### config.mk
export PLATFORM = sky130hd
export DESIGN_NAME = utf8_grapheme_segmenter
export DESIGN_NICKNAME = d
export VERILOG_FILES = /design/src/hdl/ugs_pkg.sv /design/src/hdl/utf8_grapheme_segmenter.sv
export SDC_FILE = /design/constraint.sdc
export NUM_CORES = 2
export LEC_CHECK = 0
export BUFFER_PORTS_ARGS = -buffer_cell sky130_fd_sc_hd__buf_2
export CAP_MARGIN = 20
export CORE_ASPECT_RATIO = 1.4
export CORE_UTILIZATION = 35
export CTS_CLUSTER_SIZE = 14
export DETAILED_ROUTE_END_ITERATION = 6
export MAX_ROUTING_LAYER = met4
export PLACE_DENSITY = 0.61
export REMOVE_ABC_BUFFERS = 1
export SETUP_SLACK_MARGIN = 0.02
export SKIP_LAST_GASP = 1
export SLEW_MARGIN = 30
export SYNTH_ARGS = -nofsm -noshare
export SYNTH_HDL_FRONTEND = slang
export SYNTH_SLANG_ARGS = --single-unit
### constraint.sdc
create_clock -name i_clk -period 20.1 [get_ports i_clk]
set_clock_uncertainty 0.1 [all_clocks]
set_input_delay 3.015 -clock i_clk [delete_from_list [all_inputs] [get_ports i_clk]]
set_output_delay 3.015 -clock i_clk [all_outputs]
set_load 0.02 [all_outputs]
### src/hdl/ugs_pkg.sv
// ugs_pkg: shared types, constants and code-point class functions for the
// UTF-8 grapheme segmenter. No dependencies; imported by every hdl file.
`timescale 1ns / 1ps

package ugs_pkg;

    // Index and field widths (fixed by the interface fields)
    localparam int IDX_W      = 24;
    localparam int CAP_W      = 24;
    localparam int CP_W       = 21;
    localparam int LEN_W      = 3;
    localparam int HELD_W     = 2;

    // Result queue geometry: one item yields at most MAX_RES results
    localparam int MAX_RES    = 4;
    localparam int FIFO_DEPTH = 8;
    localparam int FIFO_AW    = $clog2(FIFO_DEPTH);
    localparam int CNT_W      = $clog2(FIFO_DEPTH + 1);
    localparam int RES_W      = $clog2(MAX_RES + 1);

    localparam logic [CAP_W-1:0] CAP_RESET   = '1;
    localparam logic [CP_W-1:0]  REPLACEMENT = 21'h00FFFD;
    localparam logic [CP_W-1:0]  ZWJ         = 21'h00200D;

    // Cluster tracking state, one-hot
    typedef enum logic [2:0] {
        CL_NONE = 3'b001,
        CL_PICT = 3'b010,
        CL_ZWJ  = 3'b100
    } t_cluster;

    // One result as it sits in the output queue
    typedef struct packed {
        logic [IDX_W-1:0] byte_index;
        logic [IDX_W-1:0] codepoint_index;
        logic [IDX_W-1:0] grapheme_index;
        logic [CP_W-1:0]  codepoint_value;
        logic [LEN_W-1:0] sequence_length;
        logic             last_of_run;
    } t_result;

    // Combining marks and variation selectors: attach to the current cluster
    function automatic logic is_mark(input logic [CP_W-1:0] c);
        is_mark = (c >= 21'h000300 && c <= 21'h00036F) ||
                  (c >= 21'h000483 && c <= 21'h000489) ||
                  (c >= 21'h001AB0 && c <= 21'h001AFF) ||
                  (c >= 21'h001DC0 && c <= 21'h001DFF) ||
                  (c >= 21'h0020D0 && c <= 21'h0020FF) ||
                  (c >= 21'h00FE20 && c <= 21'h00FE2F) ||
                  (c >= 21'h00FE00 && c <= 21'h00FE0F);
    endfunction

    // Extended pictographic subset
    function automatic logic is_pict(input logic [CP_W-1:0] c);
        is_pict = (c >= 21'h01F000 && c <= 21'h01FFFF) ||
                  (c == 21'h0000A9) || (c == 21'h0000AE) ||
                  (c >= 21'h002600 && c <= 21'h0027BF);
    endfunction

    // Encoded length announced by a lead byte; zero for ASCII and bad leads
    function automatic logic [LEN_W-1:0] lead_len(input logic [7:0] b);
        if (b[7:5] == 3'b110) begin
            lead_len = 3'd2;
        end else if (b[7:4] == 4'b1110) begin
            lead_len = 3'd3;
        end else if (b[7:3] == 5'b11110) begin
            lead_len = 3'd4;
        end else begin
            lead_len = 3'd0;
        end
    endfunction

endpackage

### src/hdl/utf8_grapheme_segmenter.sv
// utf8_grapheme_segmenter: streaming UTF-8 decoder with grapheme indexing.
// Depends on ugs_pkg (widths, result struct, cluster enum, class functions).
//
//   channel | handshake           | payload
//   --------+---------------------+------------------------------------------
//   in      | i_valid / o_stall   | i_byte_value, i_end_of_text
//   out     | o_valid / i_stall   | o_byte_index .. o_last_of_run
//   cfg     | i_cfg_we            | i_cfg_wdata (source_byte_cap)
//
// One byte is taken per cycle while o_stall is low. A byte is held in the input
// register, then all of its results (zero to four) enter an eight-entry result
// queue at once and leave it one per cycle while i_stall is low. The input
// register waits while the queue holds more than four.
// Reset is synchronous, active low; it empties the queue and restarts text.
// An output stall holds the head result; the input keeps flowing until the
// queue holds more than four results.
`timescale 1ns / 1ps

module utf8_grapheme_segmenter
    import ugs_pkg::*;
(
    input  logic             i_clk,
    input  logic             i_rst_n,
    // input byte channel
    input  logic             i_valid,
    output logic             o_stall,
    input  logic [7:0]       i_byte_value,
    input  logic             i_end_of_text,
    // result channel
    output logic             o_valid,
    input  logic             i_stall,
    output logic [IDX_W-1:0] o_byte_index,
    output logic [IDX_W-1:0] o_codepoint_index,
    output logic [IDX_W-1:0] o_grapheme_index,
    output logic [CP_W-1:0]  o_codepoint_value,
    output logic [LEN_W-1:0] o_sequence_length,
    output logic             o_last_of_run,
    // configuration
    input  logic             i_cfg_we,
    input  logic [CAP_W-1:0] i_cfg_wdata
);

    // input register
    logic              r_in_vld;
    logic [7:0]        r_in_byte;
    logic              r_in_eot;
    logic              accept;
    logic              adv;

    // decoder and segmenter state
    logic [CAP_W-1:0]  r_cap;
    logic [7:0]        r_hb [3];
    logic [HELD_W-1:0] r_held;
    logic [LEN_W-1:0]  r_exp;
    logic [IDX_W-1:0]  r_bp;
    logic [IDX_W-1:0]  r_cp;
    logic [IDX_W-1:0]  r_gr;
    t_cluster          r_mode;
    logic              r_first;

    logic [HELD_W-1:0] n_held;
    logic [LEN_W-1:0]  n_exp;
    logic [IDX_W-1:0]  n_bp;
    logic [IDX_W-1:0]  n_cp;
    logic [IDX_W-1:0]  n_gr;
    t_cluster          n_mode;
    logic              n_first;

    // step decode
    logic              at_cap;
    logic              flush_after;
    logic [IDX_W-1:0]  bp_inc;
    logic              is_cont;
    logic [LEN_W-1:0]  lead_exp;
    logic [RES_W-1:0]  res_n;
    logic              complete;
    logic              tail_b;
    logic              hb_we;
    logic [HELD_W-1:0] hb_idx;
    logic [CP_W-1:0]   dec_val;
    logic [IDX_W-1:0]  base;

    // cluster decision for a completed multibyte codepoint
    logic [IDX_W-1:0]  cls_gr;
    t_cluster          cls_mode;
    logic              chain;

    // result queue
    t_result           slot [MAX_RES];
    t_result           r_fifo [FIFO_DEPTH];
    logic [FIFO_AW-1:0] r_wr;
    logic [FIFO_AW-1:0] r_rd;
    logic [CNT_W-1:0]  r_cnt;
    logic              pop;

    // handshakes
    assign pop     = o_valid && !i_stall;
    assign adv     = r_in_vld && (r_cnt <= CNT_W'(FIFO_DEPTH - MAX_RES));
    assign o_stall = r_in_vld && !adv;
    assign accept  = i_valid && !o_stall;

    // hold the incoming byte
    always_ff @(posedge i_clk) begin
        if (!i_rst_n) begin
            r_in_vld <= 1'b0;
        end else if (accept) begin
            r_in_vld <= 1'b1;
        end else if (adv) begin
            r_in_vld <= 1'b0;
        end
    end

    always_ff @(posedge i_clk) begin
        if (accept) begin
            r_in_byte <= i_byte_value;
            r_in_eot  <= i_end_of_text;
        end
    end

    // capture the byte cap
    always_ff @(posedge i_clk) begin
        if (!i_rst_n) begin
            r_cap <= CAP_RESET;
        end else if (i_cfg_we) begin
            r_cap <= i_cfg_wdata;
        end
    end

    // classify the byte against the held sequence
    assign bp_inc      = r_bp + IDX_W'(1);
    assign at_cap      = (r_bp >= r_cap);
    assign flush_after = r_in_eot || (bp_inc >= r_cap);
    assign is_cont     = (r_in_byte[7:6] == 2'b10);
    assign lead_exp    = lead_len(r_in_byte);
    assign base        = r_bp - IDX_W'(r_held);

    always_comb begin
        res_n    = '0;
        complete = 1'b0;
        tail_b   = 1'b0;
        hb_we    = 1'b0;
        hb_idx   = '0;
        n_held   = r_held;
        n_exp    = r_exp;
        n_bp     = r_bp;
        if (at_cap) begin
            // resolve the held sequence as truncated, drop the byte
            res_n  = RES_W'(r_held);
            n_held = '0;
            n_exp  = '0;
        end else begin
            n_bp = bp_inc;
            if (r_held != '0 && is_cont) begin
                if ({1'b0, r_held} + LEN_W'(1) >= r_exp) begin
                    complete = 1'b1;
                    res_n    = RES_W'(r_exp);
                    n_held   = '0;
                    n_exp    = '0;
                end else begin
                    hb_we  = 1'b1;
                    hb_idx = r_held;
                    if (flush_after) begin
                        res_n  = RES_W'(r_held) + RES_W'(1);
                        n_held = '0;
                        n_exp  = '0;
                    end else begin
                        n_held = r_held + HELD_W'(1);
                    end
                end
            end else begin
                // flush any broken sequence, then take the byte as a lead
                res_n  = RES_W'(r_held);
                n_held = '0;
                n_exp  = '0;
                if (!r_in_byte[7]) begin
                    res_n  = res_n + RES_W'(1);
                    tail_b = 1'b1;
                end else if (lead_exp == '0 || flush_after) begin
                    res_n = res_n + RES_W'(1);
                end else begin
                    hb_we  = 1'b1;
                    n_held = HELD_W'(1);
                    n_exp  = lead_exp;
                end
            end
        end
    end

    // assemble a completed codepoint
    always_comb begin
        case (r_exp)
            3'd2:    dec_val = {10'b0, r_hb[0][4:0], r_in_byte[5:0]};
            3'd3:    dec_val = {5'b0, r_hb[0][3:0], r_hb[1][5:0], r_in_byte[5:0]};
            default: dec_val = {r_hb[0][2:0], r_hb[1][5:0], r_hb[2][5:0], r_in_byte[5:0]};
        endcase
    end

    // decide the grapheme of a completed codepoint
    always_comb begin
        chain    = (r_mode == CL_PICT) || (r_mode == CL_ZWJ);
        cls_gr   = r_gr + IDX_W'(1);
        cls_mode = CL_NONE;
        if (r_first) begin
            cls_gr   = r_gr;
            cls_mode = is_pict(dec_val) ? CL_PICT : CL_NONE;
        end else if (is_mark(dec_val)) begin
            cls_gr   = r_gr;
            cls_mode = r_mode;
        end else if (dec_val == ZWJ) begin
            if (chain) begin
                cls_gr   = r_gr;
                cls_mode = CL_ZWJ;
            end
        end else if (is_pict(dec_val)) begin
            cls_mode = CL_PICT;
            if (r_mode == CL_ZWJ) begin
                cls_gr = r_gr;
            end
        end
    end

    // build the results of this byte
    always_comb begin
        for (int k = 0; k < MAX_RES; k++) begin
            slot[k].byte_index  = base + IDX_W'(k);
            slot[k].last_of_run = (RES_W'(k) + RES_W'(1) == res_n);
            if (complete) begin
                slot[k].codepoint_index = r_cp;
                slot[k].grapheme_index  = cls_gr;
                slot[k].codepoint_value = dec_val;
                slot[k].sequence_length = r_exp;
            end else begin
                slot[k].codepoint_index = r_cp + IDX_W'(k);
                slot[k].grapheme_index  = r_gr + IDX_W'(k) + IDX_W'(!r_first);
                slot[k].codepoint_value = (tail_b && slot[k].last_of_run) ?
                                          {13'b0, r_in_byte} : REPLACEMENT;
                slot[k].sequence_length = LEN_W'(1);
            end
        end
    end

    // advance counters and cluster state; end of text restarts
    always_comb begin
        n_cp    = r_cp;
        n_gr    = r_gr;
        n_mode  = r_mode;
        n_first = r_first;
        if (complete) begin
            n_cp    = r_cp + IDX_W'(1);
            n_gr    = cls_gr;
            n_mode  = cls_mode;
            n_first = 1'b0;
        end else if (res_n != '0) begin
            n_cp    = r_cp + IDX_W'(res_n);
            n_gr    = r_gr + IDX_W'(res_n) - IDX_W'(r_first);
            n_mode  = CL_NONE;
            n_first = 1'b0;
        end
    end

    always_ff @(posedge i_clk) begin
        if (!i_rst_n) begin
            r_held  <= '0;
            r_exp   <= '0;
            r_bp    <= '0;
            r_cp    <= '0;
            r_gr    <= '0;
            r_mode  <= CL_NONE;
            r_first <= 1'b1;
        end else if (adv) begin
            if (r_in_eot) begin
                r_held  <= '0;
                r_exp   <= '0;
                r_bp    <= '0;
                r_cp    <= '0;
                r_gr    <= '0;
                r_mode  <= CL_NONE;
                r_first <= 1'b1;
            end else begin
                r_held  <= n_held;
                r_exp   <= n_exp;
                r_bp    <= n_bp;
                r_cp    <= n_cp;
                r_gr    <= n_gr;
                r_mode  <= n_mode;
                r_first <= n_first;
            end
        end
    end

    // store the held sequence bytes
    always_ff @(posedge i_clk) begin
        if (adv && hb_we) begin
            r_hb[hb_idx] <= r_in_byte;
        end
    end

    // push results, pop one per cycle while not stalled
    always_ff @(posedge i_clk) begin
        for (int k = 0; k < MAX_RES; k++) begin
            if (adv && RES_W'(k) < res_n) begin
                r_fifo[r_wr + FIFO_AW'(k)] <= slot[k];
            end
        end
    end

    always_ff @(posedge i_clk) begin
        if (!i_rst_n) begin
            r_wr  <= '0;
            r_rd  <= '0;
            r_cnt <= '0;
        end else begin
            if (adv) begin
                r_wr <= r_wr + FIFO_AW'(res_n);
            end
            if (pop) begin
                r_rd <= r_rd + FIFO_AW'(1);
            end
            r_cnt <= r_cnt + (adv ? CNT_W'(res_n) : CNT_W'(0)) - CNT_W'(pop);
        end
    end

    // drive the head result
    assign o_valid           = (r_cnt != '0);
    assign o_byte_index      = r_fifo[r_rd].byte_index;
    assign o_codepoint_index = r_fifo[r_rd].codepoint_index;
    assign o_grapheme_index  = r_fifo[r_rd].grapheme_index;
    assign o_codepoint_value = r_fifo[r_rd].codepoint_value;
    assign o_sequence_length = r_fifo[r_rd].sequence_length;
    assign o_last_of_run     = r_fifo[r_rd].last_of_run;

endmodule

==> results list <==
- The final reports fail on DRC.
- For the pin with the worst max-slew slack, the measured transition is 1130 ps.
* Fraction of layout instances using a drive strength above 1: around 16%
- Timing would allow up to between 100 and 150 MHz.
- The synthesized netlist devotes between 10% and 20% of its cell area to compound gates.
* Count of warnings emitted by yosys: 0
- Area share of the largest cell type after synthesis: 38.5%
* Ports: 137
- Summed over all layers, the routed wires come to approximately 270000 µm.
- Clock input transition at the sequential cells of the worst setup and hold paths: 70 ps
- H-tree depth reported by CTS: 3
- Area of the die: 180000 µm²
- By area, the combinational part of the netlist is dominated by compound AO/OA/AOI/OAI gates.
- The number of global-route vias before repair came to approximately 53000.
- The clock period could shrink to approximately 9500 ps.
- After detailed routing, the average wire length per cell comes to between 30 and 40 µm.
* Global-route usage over all layers: ~30%
* Final setup TNS: 0 ps
- Number of max-cap violations: 0
- DRC: between 40 and 50
* Initial antenna violation count: 7
* Iteration-0 DRC Markers: 8967
- The first global-routing pass estimated around 380000 µm of wire.
* Fraction of the mapped netlist area in adder cells: between 2 and 3%
- Crit path launch type: flop
* Starting utilization of the core area: approximately a third
- Clk buf depth: 3
- Area growth from synthesis to layout: 10.8%
* Cell at the slowest stage of the critical path: sky130_fd_sc_hd__nand2_1
* Placer congestion estimate: approximately 1.0
- Final critical-path share of the clock period: between 40% and 50%
* Depth of the worst register-to-register path: 33
* CP Max Fanout: 19
- Root Buffer: sky130_fd_sc_hd__clkbuf_16
- Worst VDD drop: about 0.00009 V
- Hold Path Cell Cnt: 2
- Final setup viols: 0
* RSZ-0062 raised after global routing: false
* WS Path Type: reg -> reg
- Counting every sink on the clock net gives just over 900.
- After synthesis, the share of cell area in mux cells is about a tenth.
- Yosys mapped the design onto around 110 distinct sky130hd cell types.
- Total of fill cells in the finished design: approximately 17000
* Signal arrival time at the worst endpoint: about 10000 ps
* Leakage: ~23 nW
- The HPWL after detailed placement is 167000 µm.
* Placeable Area: approximately 180000 µm²
- Counting every instance in the synthesized netlist gives about 6200.
- For this run, the detailed router's first-pass iteration total came to 7.
* Total congestion overflow after global routing: 0
- CTS tree: yes
- Buffers inserted by post-CTS timing repair: 0
- Max-slew headroom at the worst pin: ~25%
- The count of cells in the finished layout, fillers not included, comes to approximately 8400.
- Sequential cells were found to cover around 42% of the synthesized design area.
- Die span in x: ~360 µm
- Pwr Density: just under 90 nW/µm²
- The final layout contains 6208 nets.
- Class of the worst hold path: reg -> reg
* Count of flip-flops with a built-in enable after synthesis: about 800
- The cell area that synthesis handed to floorplanning was ~63000 µm².
- The count of nets left with antenna violations once routing finished came out at 0.
- Slew Viols, Final: 0
- The largest single stage delay on the critical path is about 680 ps.
- Type of destination of the critical path: flop
- The final number of hold-violating endpoints was 0.
* Data required, critical path: between 20000 and 25000 ps
* Post-Place Cells: roughly 8200
- Average cell area after synthesis: ~10 µm²
- Most used cell, CP: sky130_fd_sc_hd__o21ai_0
- The number of hold buffers added after CTS was 0.
- sky130_fd_sc_hd__edfxtp_1 takes more of the synthesized area than any other cell.
- Summing over every cut layer, the via total after detailed routing is 55565.
* Count of buffers from port buffering: roughly 140
- Counting the buffers created by CTS gives between 90 and 100.
- Number of placement rows: ~180
- Ratio of routed vias to standard cells: between 6 and 7
- Maximum number of pins on one net before global-route repair: 98
- Die extent in y: roughly 500 µm
- Synthesized-area fraction occupied by and/or/nand/nor cells: between 10% and 20%
* Leading post-synthesis cells by cell area: sky130_fd_sc_hd__edfxtp_1 (38%), sky130_fd_sc_hd__mux4_2 (7.0%), sky130_fd_sc_hd__xnor2_1 (5.8%)
- For this run, the leading register cell type out of synthesis is sky130_fd_sc_hd__edfxtp_1.
* Post-synthesis sequential element count: 921
* Clock Latency Late Sink: roughly 770 ps
- Of the total synthesized cell area, the portion taken by XOR and XNOR cells is roughly 8.8%.
- The flow ran to the end, but the final reports show violations.
- In this run, post-CTS repair resized a total of 0 instances.
* Ys async rst share: 0%
state kept, by name, summed over array words and instances (netlist names), named ones only:
signal and count:
r_in_eot 1, r_held 2, r_bp 24, r_in_byte 8
r_gr 24, r_rd 3, r_cap 24, r_cnt 4
r_exp 3, r_mode 3, r_hb 17, r_wr 3
r_first 1, r_cp 24, r_fifo 776, r_in_vld 1
area by class of cell:
cell class	count	area [µm²]	area share, %
antenna	9	22.5	0.0325
timing repair buffer	328	2250	3.24
tap	2312	2890	4.17
sequential	921	26500	38.2
clock inverter	63	674	0.973
multi-input combinational	4587	34100	49.2
clock buffer	119	2570	3.71
inverter	99	372	0.536
cells in the mapped netlist (all sizes together) (13+ instances only):
library cell and count:
edfxtp 802, mux2 110, o22a 17, buf 160, nand2b 55, a21o 39
xnor2 420, nor3 112, o31ai 17, inv 94, nor2b 44, nand3 144
and3 45, o21a 21, a21boi 20, a21oi 311, o22ai 169, o211ai 70
a221oi 118, a32oi 14, mux4 194, a31oi 22, nand2 707, o221a 15
xor2 204, or4 14, dfxtp 119, or3 30, a22oi 150, a222oi 64
a22o 17, mux2i 88, a211oi 41, o21ai 323, nor2 463, ha 130
nor4 51, and2 44, nand4 43, nand3b 13, clkbuf 438, o221ai 99
o32ai 13
routing by layer:
layer	vias to the layer above	GRT usage (%)	wire, µm
li1	23105	-	-
met1	26877	34.6	94900
met2	4275	45.9	119000
met3	1308	7.20	32700
met4	0	20.4	23100
met5	-	-	0
critical path, delay by kind of cell, from the launching register on:
family	cells	cell delay, ps
buffers and inverters	3	340
flip-flops	1	640
adder cells (fa/ha/maj)	4	1240
AO/OA/AOI/OAI	13	3560
XOR/XNOR	2	290
AND/OR/NAND/NOR	11	3160
cell usage in the layout, fill, tap and decap left out, types with 130 or more instances in the layout:
master	netlist	layout
sky130_fd_sc_hd__ha_1	130	130
sky130_fd_sc_hd__o22ai_1	169	169
sky130_fd_sc_hd__xor2_1	201	198
sky130_fd_sc_hd__nand3_1	144	144
sky130_fd_sc_hd__a21oi_1	304	298
sky130_fd_sc_hd__nor2_1	460	450
sky130_fd_sc_hd__nand2_1	707	706
sky130_fd_sc_hd__mux4_2	194	194
sky130_fd_sc_hd__buf_4	8	180
sky130_fd_sc_hd__xnor2_1	415	399
sky130_fd_sc_hd__o21ai_0	305	297
sky130_fd_sc_hd__buf_2	58	135
sky130_fd_sc_hd__edfxtp_1	802	802
sky130_fd_sc_hd__a22oi_1	150	150
power breakdown:
part	internal [mW]	switching, mW
sequential	2.19	0.101
combinational	0.732	1.09
clock	1.06	0.853
per-stage QoR:
stage | util [%] | cell area, µm² | power, mW | setup slack (ps) | hold slack [ps]
floorplan | - | 60200 | 3.67 | 6510 | 362
global placement | 37.1 | 65800 | 4.11 | 10940 | 380
detailed placement | 37.1 | 65900 | 4.12 | 10800 | 391
CTS | 39.0 | 69100 | 6.01 | 10750 | 401
global route | 39.1 | 69300 | 6.21 | 9830 | 438
finish | 39.1 | 69300 | 6.02 | 10640 | 402
kinds of logic after synthesis:
logic type | Yosys count
mux | 392
simple gates | 1813
fa+ha+maj | 135
buf+inv | 697
xor+xnor | 624
compound gates | 1623
flops | 921
path summary, 6_finish.rpt:
check                                 end  slack, ps      start
worst max-delay path             r_gr[20]      10640    r_bp[4]
worst min-delay path            r_mode[2]        400  r_mode[2]
worst max register to register   r_gr[20]      10640    r_bp[4]
worst min register to register  r_mode[2]        400  r_mode[2]
(Power assumes the default switching activity.)
